`src/rtl/mco_pkg.sv`:
```
// shared types, control word layout and constants for the matrix chain order block
package mco_pkg;

    localparam int DIM_W     = 10;
    localparam int COST_W    = 33;
    localparam int OUT_IDX_W = 3;
    localparam int STAT_W    = 2;
    localparam int UPC_W     = 5;

    localparam logic [COST_W-1:0] COST_MAX = '1;

    // status codes
    localparam logic [STAT_W-1:0] ST_OK   = 2'd0;
    localparam logic [STAT_W-1:0] ST_FEW  = 2'd1;
    localparam logic [STAT_W-1:0] ST_DROP = 2'd2;

    typedef struct packed {
        logic [DIM_W-1:0] dim;
        logic             last;
    } cmd_t;

    typedef struct packed {
        logic [OUT_IDX_W-1:0] row;
        logic [OUT_IDX_W-1:0] col;
        logic [COST_W-1:0]    cost;
        logic [OUT_IDX_W-1:0] split;
        logic [STAT_W-1:0]    status;
        logic                 final_res;
    } result_t;

    // index register operations
    typedef enum logic [3:0] {
        IX_NONE,
        IX_SETUP,
        IX_ROW_INIT,
        IX_CELL_INIT,
        IX_K_INC,
        IX_I_INC,
        IX_LEN_INC,
        IX_OUT_INIT,
        IX_OUT_NEXT
    } ix_op_t;

    // dimension store read address
    typedef enum logic [1:0] {
        DS_I1,
        DS_K,
        DS_J
    } dim_sel_t;

    // table read address mode
    typedef enum logic {
        TR_FILL,
        TR_OUT
    } tbl_rd_t;

    typedef enum logic [2:0] {
        AR_NONE,
        AR_SUM,
        AR_MUL1,
        AR_MUL2,
        AR_CMP
    } arith_t;

    typedef enum logic [1:0] {
        EM_NONE,
        EM_CELL,
        EM_FEW
    } emit_t;

    // jump conditions
    typedef enum logic [2:0] {
        C_NEVER,
        C_ALWAYS,
        C_NO_GO,
        C_FEW,
        C_LEN_OVER,
        C_ROW_OVER,
        C_K_LAST,
        C_NOT_FINAL
    } cond_t;

    typedef struct packed {
        ix_op_t           ix;
        dim_sel_t         dsel;
        tbl_rd_t          trd;
        arith_t           ar;
        logic             twr;
        emit_t            em;
        logic             clr;
        cond_t            cond;
        logic [UPC_W-1:0] target;
    } ctrl_t;

    typedef struct packed {
        logic go;
        logic few;
        logic len_over;
        logic row_over;
        logic k_last;
        logic final_cell;
    } flags_t;

endpackage

```
`src/rtl/mco_seq.sv`:
```
// microcode sequencer: step counter, control store and conditional jumps
module mco_seq (
    input  logic            clk,
    input  logic            rst_n,
    input  mco_pkg::flags_t flags,
    output mco_pkg::ctrl_t  ctrl,
    output logic            busy
);
    import mco_pkg::*;

    // step addresses
    localparam logic [UPC_W-1:0] S_IDLE     = UPC_W'(0);
    localparam logic [UPC_W-1:0] S_CHECK    = UPC_W'(1);
    localparam logic [UPC_W-1:0] S_SETUP    = UPC_W'(2);
    localparam logic [UPC_W-1:0] S_LEN_TOP  = UPC_W'(3);
    localparam logic [UPC_W-1:0] S_CELL_TOP = UPC_W'(4);
    localparam logic [UPC_W-1:0] S_K_RD     = UPC_W'(5);
    localparam logic [UPC_W-1:0] S_K_SUM    = UPC_W'(6);
    localparam logic [UPC_W-1:0] S_K_MUL1   = UPC_W'(7);
    localparam logic [UPC_W-1:0] S_K_MUL2   = UPC_W'(8);
    localparam logic [UPC_W-1:0] S_K_CMP    = UPC_W'(9);
    localparam logic [UPC_W-1:0] S_K_LOOP   = UPC_W'(10);
    localparam logic [UPC_W-1:0] S_WRITE    = UPC_W'(11);
    localparam logic [UPC_W-1:0] S_LEN_NEXT = UPC_W'(12);
    localparam logic [UPC_W-1:0] S_OUT_INIT = UPC_W'(13);
    localparam logic [UPC_W-1:0] S_OUT_RD   = UPC_W'(14);
    localparam logic [UPC_W-1:0] S_OUT_EMIT = UPC_W'(15);
    localparam logic [UPC_W-1:0] S_FINISH   = UPC_W'(16);
    localparam logic [UPC_W-1:0] S_FEW      = UPC_W'(17);

    localparam ctrl_t NOP_WORD = '{
        ix:     IX_NONE,
        dsel:   DS_I1,
        trd:    TR_FILL,
        ar:     AR_NONE,
        twr:    1'b0,
        em:     EM_NONE,
        clr:    1'b0,
        cond:   C_NEVER,
        target: S_IDLE
    };

    logic [UPC_W-1:0] upc_reg;
    logic [UPC_W-1:0] upc_next;
    ctrl_t            word;
    logic             take;

    // control store
    always_comb
    begin
        word = NOP_WORD;
        unique case (upc_reg)
            S_IDLE:
            begin
                word.cond   = C_NO_GO;
                word.target = S_IDLE;
            end
            S_CHECK:
            begin
                word.cond   = C_FEW;
                word.target = S_FEW;
            end
            S_SETUP:
            begin
                word.ix = IX_SETUP;
            end
            S_LEN_TOP:
            begin
                word.ix     = IX_ROW_INIT;
                word.cond   = C_LEN_OVER;
                word.target = S_OUT_INIT;
            end
            S_CELL_TOP:
            begin
                word.ix     = IX_CELL_INIT;
                word.cond   = C_ROW_OVER;
                word.target = S_LEN_NEXT;
            end
            S_K_RD:
            begin
                word.dsel = DS_I1;
                word.trd  = TR_FILL;
            end
            S_K_SUM:
            begin
                word.dsel = DS_K;
                word.ar   = AR_SUM;
            end
            S_K_MUL1:
            begin
                word.dsel = DS_J;
                word.ar   = AR_MUL1;
            end
            S_K_MUL2:
            begin
                word.ar = AR_MUL2;
            end
            S_K_CMP:
            begin
                word.ar     = AR_CMP;
                word.ix     = IX_K_INC;
                word.cond   = C_K_LAST;
                word.target = S_WRITE;
            end
            S_K_LOOP:
            begin
                word.cond   = C_ALWAYS;
                word.target = S_K_RD;
            end
            S_WRITE:
            begin
                word.twr    = 1'b1;
                word.ix     = IX_I_INC;
                word.cond   = C_ALWAYS;
                word.target = S_CELL_TOP;
            end
            S_LEN_NEXT:
            begin
                word.ix     = IX_LEN_INC;
                word.cond   = C_ALWAYS;
                word.target = S_LEN_TOP;
            end
            S_OUT_INIT:
            begin
                word.ix = IX_OUT_INIT;
            end
            S_OUT_RD:
            begin
                word.trd = TR_OUT;
            end
            S_OUT_EMIT:
            begin
                word.em     = EM_CELL;
                word.ix     = IX_OUT_NEXT;
                word.cond   = C_NOT_FINAL;
                word.target = S_OUT_RD;
            end
            S_FINISH:
            begin
                word.clr    = 1'b1;
                word.cond   = C_ALWAYS;
                word.target = S_IDLE;
            end
            S_FEW:
            begin
                word.em     = EM_FEW;
                word.cond   = C_ALWAYS;
                word.target = S_FINISH;
            end
            default:
            begin
                word.cond   = C_ALWAYS;
                word.target = S_IDLE;
            end
        endcase
    end

    always_comb
    begin
        case (word.cond)
            C_NEVER:     take = 1'b0;
            C_ALWAYS:    take = 1'b1;
            C_NO_GO:     take = !flags.go;
            C_FEW:       take = flags.few;
            C_LEN_OVER:  take = flags.len_over;
            C_ROW_OVER:  take = flags.row_over;
            C_K_LAST:    take = flags.k_last;
            C_NOT_FINAL: take = !flags.final_cell;
            default:     take = 1'b0;
        endcase
        upc_next = take ? word.target : upc_reg + UPC_W'(1);
    end

    always_ff @(posedge clk or negedge rst_n)
    begin
        if (!rst_n)
        begin
            upc_reg <= S_IDLE;
        end
        else
        begin
            upc_reg <= upc_next;
        end
    end

    assign ctrl = word;
    assign busy = (upc_reg != S_IDLE);

endmodule

```
`src/rtl/mco_dpath.sv`:
```
// datapath: dimension store, cost and split tables, index registers, multiplier and compare
module mco_dpath #(
    parameter int MAX_DIMS = 8
) (
    input  logic             clk,
    input  logic             rst_n,
    input  logic             accept,
    input  mco_pkg::cmd_t    cmd,
    input  mco_pkg::ctrl_t   ctrl,
    output mco_pkg::flags_t  flags,
    output mco_pkg::result_t result,
    output logic             result_valid
);
    import mco_pkg::*;

    localparam int IDX_W = $clog2(MAX_DIMS);
    localparam int CNT_W = $clog2(MAX_DIMS + 1);
    localparam int TBL_D = 2 ** (2 * IDX_W);
    localparam int P1_W  = 2 * DIM_W;
    localparam int P2_W  = 3 * DIM_W;
    localparam int SAT_W = (P2_W > COST_W) ? P2_W : COST_W;

    // storage
    logic [DIM_W-1:0]  dims_mem  [MAX_DIMS];
    logic [COST_W-1:0] cost_mem  [TBL_D];
    logic [IDX_W-1:0]  split_mem [TBL_D];

    logic [DIM_W-1:0]  dim_rd_reg;
    logic [COST_W-1:0] cost_a_reg;
    logic [COST_W-1:0] cost_b_reg;
    logic [IDX_W-1:0]  split_rd_reg;

    // control registers
    logic [CNT_W-1:0] count_reg, count_next;
    logic             ovf_reg, ovf_next;
    logic [CNT_W-1:0] n_reg, n_next;
    logic [CNT_W-1:0] len_reg, len_next;
    logic [CNT_W-1:0] i_reg, i_next;
    logic [CNT_W-1:0] j_reg, j_next;
    logic [CNT_W-1:0] k_reg, k_next;
    logic             result_valid_reg, result_valid_next;

    // payload registers
    logic [DIM_W-1:0]  a_reg, a_next;
    logic [P1_W-1:0]   p1_reg, p1_next;
    logic [COST_W-1:0] prod_reg, prod_next;
    logic [COST_W-1:0] sum_reg, sum_next;
    logic [COST_W-1:0] best_reg, best_next;
    logic [IDX_W-1:0]  best_k_reg, best_k_next;
    result_t           result_reg, result_next;

    // combinational helpers
    logic                 dim_wr;
    logic [CNT_W-1:0]     dim_idx;
    logic [IDX_W-1:0]     dim_addr;
    logic [CNT_W-1:0]     kp1;
    logic [2*IDX_W-1:0]   addr_a;
    logic [2*IDX_W-1:0]   addr_b;
    logic [2*IDX_W-1:0]   wr_addr;
    logic [COST_W-1:0]    term_a;
    logic [COST_W-1:0]    term_b;
    logic [COST_W:0]      sum_full;
    logic [COST_W-1:0]    sum_sat;
    logic [P1_W-1:0]      p1_full;
    logic [P2_W-1:0]      p2_full;
    logic [SAT_W-1:0]     p2_ext;
    logic [COST_W-1:0]    prod_sat;
    logic [COST_W:0]      cand_full;
    logic [COST_W-1:0]    cand;
    logic [CNT_W:0]       row_end;
    logic                 diag;

    assign dim_wr = accept && (count_reg < CNT_W'(MAX_DIMS));

    always_comb
    begin
        case (ctrl.dsel)
            DS_I1:   dim_idx = i_reg - CNT_W'(1);
            DS_K:    dim_idx = k_reg;
            DS_J:    dim_idx = j_reg;
            default: dim_idx = i_reg;
        endcase
    end

    assign dim_addr = dim_idx[IDX_W-1:0];
    assign kp1      = k_reg + CNT_W'(1);
    assign addr_a   = (ctrl.trd == TR_OUT) ? {i_reg[IDX_W-1:0], j_reg[IDX_W-1:0]}
                                           : {i_reg[IDX_W-1:0], k_reg[IDX_W-1:0]};
    assign addr_b   = {kp1[IDX_W-1:0], j_reg[IDX_W-1:0]};
    assign wr_addr  = {i_reg[IDX_W-1:0], j_reg[IDX_W-1:0]};

    // diagonal cells are never written, they read as zero
    assign term_a   = (k_reg == i_reg) ? '0 : cost_a_reg;
    assign term_b   = (kp1 == j_reg) ? '0 : cost_b_reg;
    assign sum_full = {1'b0, term_a} + {1'b0, term_b};
    assign sum_sat  = sum_full[COST_W] ? COST_MAX : sum_full[COST_W-1:0];

    assign p1_full  = a_reg * dim_rd_reg;
    assign p2_full  = p1_reg * dim_rd_reg;
    assign p2_ext   = SAT_W'(p2_full);
    assign prod_sat = (p2_ext > SAT_W'(COST_MAX)) ? COST_MAX : p2_ext[COST_W-1:0];

    assign cand_full = {1'b0, sum_reg} + {1'b0, prod_reg};
    assign cand      = cand_full[COST_W] ? COST_MAX : cand_full[COST_W-1:0];

    assign row_end = {1'b0, i_reg} + {1'b0, len_reg};
    assign diag    = (i_reg == j_reg);

    assign flags.go         = accept && cmd.last;
    assign flags.few        = (count_reg < CNT_W'(2));
    assign flags.len_over   = (len_reg > n_reg);
    assign flags.row_over   = (row_end > ({1'b0, n_reg} + (CNT_W + 1)'(1)));
    assign flags.k_last     = (kp1 == j_reg);
    assign flags.final_cell = (i_reg == n_reg) && (j_reg == n_reg);

    // next state
    always_comb
    begin
        count_next        = count_reg;
        ovf_next          = ovf_reg;
        n_next            = n_reg;
        len_next          = len_reg;
        i_next            = i_reg;
        j_next            = j_reg;
        k_next            = k_reg;
        a_next            = a_reg;
        p1_next           = p1_reg;
        prod_next         = prod_reg;
        sum_next          = sum_reg;
        best_next         = best_reg;
        best_k_next       = best_k_reg;
        result_next       = result_reg;
        result_valid_next = 1'b0;

        if (ctrl.clr)
        begin
            count_next = '0;
            ovf_next   = 1'b0;
        end
        else if (accept)
        begin
            if (dim_wr)
            begin
                count_next = count_reg + CNT_W'(1);
            end
            else
            begin
                ovf_next = 1'b1;
            end
        end

        unique case (ctrl.ix)
            IX_NONE:
            begin
            end
            IX_SETUP:
            begin
                n_next   = count_reg - CNT_W'(1);
                len_next = CNT_W'(2);
            end
            IX_ROW_INIT:
            begin
                i_next = CNT_W'(1);
            end
            IX_CELL_INIT:
            begin
                j_next = i_reg + len_reg - CNT_W'(1);
                k_next = i_reg;
            end
            IX_K_INC:
            begin
                k_next = kp1;
            end
            IX_I_INC:
            begin
                i_next = i_reg + CNT_W'(1);
            end
            IX_LEN_INC:
            begin
                len_next = len_reg + CNT_W'(1);
            end
            IX_OUT_INIT:
            begin
                i_next = CNT_W'(1);
                j_next = CNT_W'(1);
            end
            IX_OUT_NEXT:
            begin
                if (j_reg == n_reg)
                begin
                    i_next = i_reg + CNT_W'(1);
                    j_next = i_reg + CNT_W'(1);
                end
                else
                begin
                    j_next = j_reg + CNT_W'(1);
                end
            end
            default:
            begin
            end
        endcase

        unique case (ctrl.ar)
            AR_NONE:
            begin
            end
            AR_SUM:
            begin
                sum_next = sum_sat;
                a_next   = dim_rd_reg;
            end
            AR_MUL1:
            begin
                p1_next = p1_full;
            end
            AR_MUL2:
            begin
                prod_next = prod_sat;
            end
            AR_CMP:
            begin
                // first candidate always loads, ties keep the smaller split
                if ((k_reg == i_reg) || (cand < best_reg))
                begin
                    best_next   = cand;
                    best_k_next = k_reg[IDX_W-1:0];
                end
            end
            default:
            begin
            end
        endcase

        unique case (ctrl.em)
            EM_NONE:
            begin
            end
            EM_CELL:
            begin
                result_valid_next     = 1'b1;
                result_next.row       = OUT_IDX_W'(i_reg);
                result_next.col       = OUT_IDX_W'(j_reg);
                result_next.cost      = diag ? '0 : cost_a_reg;
                result_next.split     = diag ? '0 : OUT_IDX_W'(split_rd_reg);
                result_next.status    = ovf_reg ? ST_DROP : ST_OK;
                result_next.final_res = flags.final_cell;
            end
            EM_FEW:
            begin
                result_valid_next     = 1'b1;
                result_next           = '0;
                result_next.status    = ST_FEW;
                result_next.final_res = 1'b1;
            end
            default:
            begin
            end
        endcase
    end

    // dimension store
    always_ff @(posedge clk)
    begin
        if (dim_wr)
        begin
            dims_mem[count_reg[IDX_W-1:0]] <= cmd.dim;
        end
        dim_rd_reg <= dims_mem[dim_addr];
    end

    // cost and split tables, one write and two reads per cycle; the split table is read at the first read address only
    always_ff @(posedge clk)
    begin
        if (ctrl.twr)
        begin
            cost_mem[wr_addr]  <= best_reg;
            split_mem[wr_addr] <= best_k_reg;
        end
        cost_a_reg   <= cost_mem[addr_a];
        cost_b_reg   <= cost_mem[addr_b];
        split_rd_reg <= split_mem[addr_a];
    end

    always_ff @(posedge clk or negedge rst_n)
    begin
        if (!rst_n)
        begin
            count_reg        <= '0;
            ovf_reg          <= 1'b0;
            n_reg            <= '0;
            len_reg          <= '0;
            i_reg            <= '0;
            j_reg            <= '0;
            k_reg            <= '0;
            result_valid_reg <= 1'b0;
        end
        else
        begin
            count_reg        <= count_next;
            ovf_reg          <= ovf_next;
            n_reg            <= n_next;
            len_reg          <= len_next;
            i_reg            <= i_next;
            j_reg            <= j_next;
            k_reg            <= k_next;
            result_valid_reg <= result_valid_next;
        end
    end

    always_ff @(posedge clk)
    begin
        a_reg      <= a_next;
        p1_reg     <= p1_next;
        prod_reg   <= prod_next;
        sum_reg    <= sum_next;
        best_reg   <= best_next;
        best_k_reg <= best_k_next;
        result_reg <= result_next;
    end

    assign result       = result_reg;
    assign result_valid = result_valid_reg;

endmodule

```
`src/rtl/matrix_chain_order_dp.sv`:
```
// top level of the matrix chain order block: sequencer plus datapath
//
//  channel   ports                   direction  handshake
//  -------   ---------------------   ---------  ------------------------------------
//  command   start, busy, cmd        in         word taken when start high, busy low
//  result    result, result_valid    out        word shown one cycle, strobe marks it
//
// a dimension word without last is stored when taken, unless the store is full, and busy stays low
// a word with last starts the microprogram; busy is high until the last result
// is out: each split candidate is read, summed, multiplied in two steps and
// compared (one dimension read port feeding a two-step product, then add and
// compare), each cell adds a row test and the table write, each chain length a
// length test and step, and each result word a table read and the emit
// fewer than two dimensions: the single result word shows after the check and
// too-few steps, and busy falls in the cycle after it shows
// reset clears the sequencer, the counters and the strobe; tables need no clearing
// the receiver cannot stall, each result word is taken in the cycle it is shown
module matrix_chain_order_dp #(
    parameter int MAX_DIMS = 8
) (
    input  logic             clk,
    input  logic             rst_n,
    input  logic             start,
    output logic             busy,
    input  mco_pkg::cmd_t    cmd,
    output mco_pkg::result_t result,
    output logic             result_valid
);
    import mco_pkg::*;

    ctrl_t  ctrl;
    flags_t flags;
    logic   accept;

    // a command word is taken only while the sequencer sits idle
    assign accept = start && !busy;

    // step counter and control store
    mco_seq u_seq (
        .clk   (clk),
        .rst_n (rst_n),
        .flags (flags),
        .ctrl  (ctrl),
        .busy  (busy)
    );

    // storage, index arithmetic, product and minimum search, result register
    mco_dpath #(
        .MAX_DIMS (MAX_DIMS)
    ) u_dpath (
        .clk          (clk),
        .rst_n        (rst_n),
        .accept       (accept),
        .cmd          (cmd),
        .ctrl         (ctrl),
        .flags        (flags),
        .result       (result),
        .result_valid (result_valid)
    );

endmodule

```
`config.mk`:
```
export PLATFORM = sky130hd
export DESIGN_NAME = matrix_chain_order_dp
export DESIGN_NICKNAME = d
export VERILOG_FILES = /design/src/rtl/mco_pkg.sv /design/src/rtl/mco_seq.sv /design/src/rtl/mco_dpath.sv /design/src/rtl/matrix_chain_order_dp.sv
export SDC_FILE = /design/constraint.sdc
export NUM_CORES = 2
export LEC_CHECK = 0
export BUFFER_PORTS_ARGS = -buffer_cell sky130_fd_sc_hd__buf_2
export CORE_MARGIN = 2
export CORE_UTILIZATION = 40
export DETAILED_ROUTE_END_ITERATION = 10
export PLACE_DENSITY_LB_ADDON = 0.25
export SYNTH_ARGS = -nofsm -noshare
export SYNTH_HDL_FRONTEND = slang
export SYNTH_HIERARCHICAL = 1
export SYNTH_SLANG_ARGS = --single-unit
```
`constraint.sdc`:
```
create_clock -name clk -period 13.03 [get_ports clk]
set_input_delay 1.303 -clock clk [delete_from_list [all_inputs] [get_ports clk]]
set_output_delay 1.303 -clock clk [all_outputs]
set_load 0.01 [all_outputs]
```
==> flow_summary.json <==
{
  "status": "finished with violations",
  "failed_checks": "capacitance limit, slew limit",
  "die_area_um2": 332400,
  "drv_slew": 18,
  "clock_latency_ps": 930,
  "first_global_vias": 87500,
  "ctsResizeCount": 0,
  "maxCapViolations": 2,
  "fin_nets": 9342,
  "startpoint": "u_dpath/prod_reg[1]$_DFFE_PN_",
  "required_ps": 13540,
  "root_buffer": "clkbuf_16",
  "skew_ps": 112.6,
  "hold_viol": 0,
  "clock-sinks": 2668,
  "worstSetupStartpointType": "flop",
  "num_rows": 210,
  "pin_count": 61,
  "crit_fanout": 30,
  "max_freq_ghz": 0.1561,
  "cts_made_buffers": 290,
  "grt_antenna_before_repair": 55,
  "setup.worst_path.end_class": "flop",
  "largest_reg_flops": 2112,
  "fp.dieH_um": 576.6,
  "syn-mean-instance-area_um2": 14.77,
  "num_vias": 90260,
  "cts_hold_buf": 0,
  "cp.arrival_ps": 6920,
  "dr.pass1.iters": 10,
  "fin_crit_sh": 0.4915,
  "syn_nets": 9349,
  "core_area_um2": 326900,
  "min_period_ps": 6405,
  "ir_drop_v": 0.0001003,
  "detail_route.wl_per_cell_um": 37.46,
  "worstSetupPathType": "flop to flop",
  "wl_um": 504900,
  "dr.first_iter.drc_count": 16190,
  "final_common_cell": "edfxtp_1",
  "powerDensity_nw_per_um2": 118.4,
  "grt_pass1_wl_um": 696000,
  "area.growth.synth_to_final_pct": 11.56,
  "htree_levels": 5,
  "clockBufferDepth": 4,
  "swShare": 0.2004,
  "cts_tree": "yes",
  "track_usage": 0.2978,
  "switchingPower_mw": 3.472,
  "postRouteAntennaNets": 0,
  "drive_gt1_frac": 0.1800,
  "setup_viol": 0,
  "drc": 0,
  "gp_congestion": 0.9269,
  "p_comb_frac": 0,
  "die_x_um": 576.6,
  "clkPwrFrac": 0.466,
  "numPortBuffers": 60,
  "rsz0062_at_grt": "no",
  "worstHoldPathType": "primary input to async pin",
  "p_int_mw": 13.85,
  "slew_headroom": -0.003801,
  "grt_start_max_net_pins": 102,
  "regMostFlops": "u_dpath/cost_mem",
  "hpwlAfterDp_um": 293600,
  "r2r_start": "u_dpath/prod_reg[1]$_DFFE_PN_",
  "final.setup.tns_ps": 0,
  "yosys_warnings": 6,
  "postCtsSetupRepairBufs": 0,
  "final_cell_mix": "edfxtp_1 (2558), nand2_1 (775), mux4_2 (683), a21oi_1 (505), a22oi_1 (345)",
  "worst_pin_slew_ps": 1502,
  "overflow": 0,
  "clk_pin_slew_worst_paths_ps": 60,
  "vias_per_cell": 6.697,
  "netlist_area_um2": 131100,
  "p_leak_nw": 48.96,
  "start_util": 0.4012,
  "final_core_util": 0.4476,
  "syn_inst": 8881,
  "p_seq_frac": 0.534
}
==> per-layer routing <==
metal  GRT usage  vias up  wire length [um]
li1            -    34870                 -
met1      0.3857    46170            180100
met2      0.4377     7574            217500
met3      0.1090     1609             76420
met4      0.1541       32             30550
met5    0.002296        -               310
==> final timing paths <==
check / to / slack, ps / depth (start not counted)
setup / recovery: u_dpath/best_reg[31]$_DFFE_PP_ / 6630 / 20
hold / removal: u_dpath/i_reg[3]$_DFFE_PN0P_ / 530 / 1
setup reg to reg: u_dpath/best_reg[31]$_DFFE_PP_ / 6630 / 20
hold reg to reg: u_dpath/n_reg[0]$_DFFE_PN0P_ / 560 / 1
max in group asynchronous: u_dpath/k_reg[0]$_DFFE_PN0P_ / 11950 / 1
min in group clk: u_dpath/n_reg[0]$_DFFE_PN0P_ / 560 / 1
==> final cells by class <==
| class | count | area (um2) |
|---|---|---|
| fill | 28500 | 180600 |
| sequential | 2668 | 79190 |
| multi-input combinational | 5268 | 48810 |
| clock buffer | 386 | 7926 |
| tap | 4346 | 5438 |
| timing repair buffer | 333 | 2512 |
| inverter | 313 | 1180 |
| clock inverter | 125 | 1137 |
| antenna | 39 | 97.59 |
==> power groups by stage <==
stage / combinational, mW / clock [mW] / sequential (mW)
floorplan: 0.00113 / 0 / 9.44
global placement: 0.00780 / 0 / 9.44
detailed placement: 0.00815 / 0 / 9.44
CTS: 0.00816 / 8.11 / 9.25
global route: 0.00926 / 8.44 / 9.25
finish: 0.00785 / 8.07 / 9.25
==> critical path, stage by stage (launching register included) <==
cell and delay, ps:
edfxtp_1 420, ha_1 320, a21oi_1 180, o21ai_0 320, a21o_1 320, a21boi_1 260, o2111ai_1 190, a31oi_1 360
or2_1 900, nand2_1 170, ha_1 350, a21o_1 170, a21o_1 180, a21o_1 170, a21o_1 170, a21oi_1 200
o221ai_1 170, nor2_1 160, nand2_1 110, o21ai_4 570, buf_4 390
==> stage by stage <==
| stage | setup slack, ps | total power [mW] | std cells | hold WS (ps) | area (um2) |
|---|---|---|---|---|---|
| after CTS | 6759 | 17.37 | 13440 | 520.2 | 146200 |
| after global placement | 6855 | 9.443 | 12930 | 548.7 | 137100 |
| after detailed placement | 6797 | 9.443 | 12930 | 558.5 | 137100 |
| after global routing | 6180 | 17.70 | 13450 | 568.6 | 146200 |
| after floorplan | 6063 | 9.436 | 8881 | 419.6 | 131100 |
| final | 6625 | 17.33 | 13480 | 530.3 | 146300 |
No activity file was read; power rests on OpenSTA's default activity.
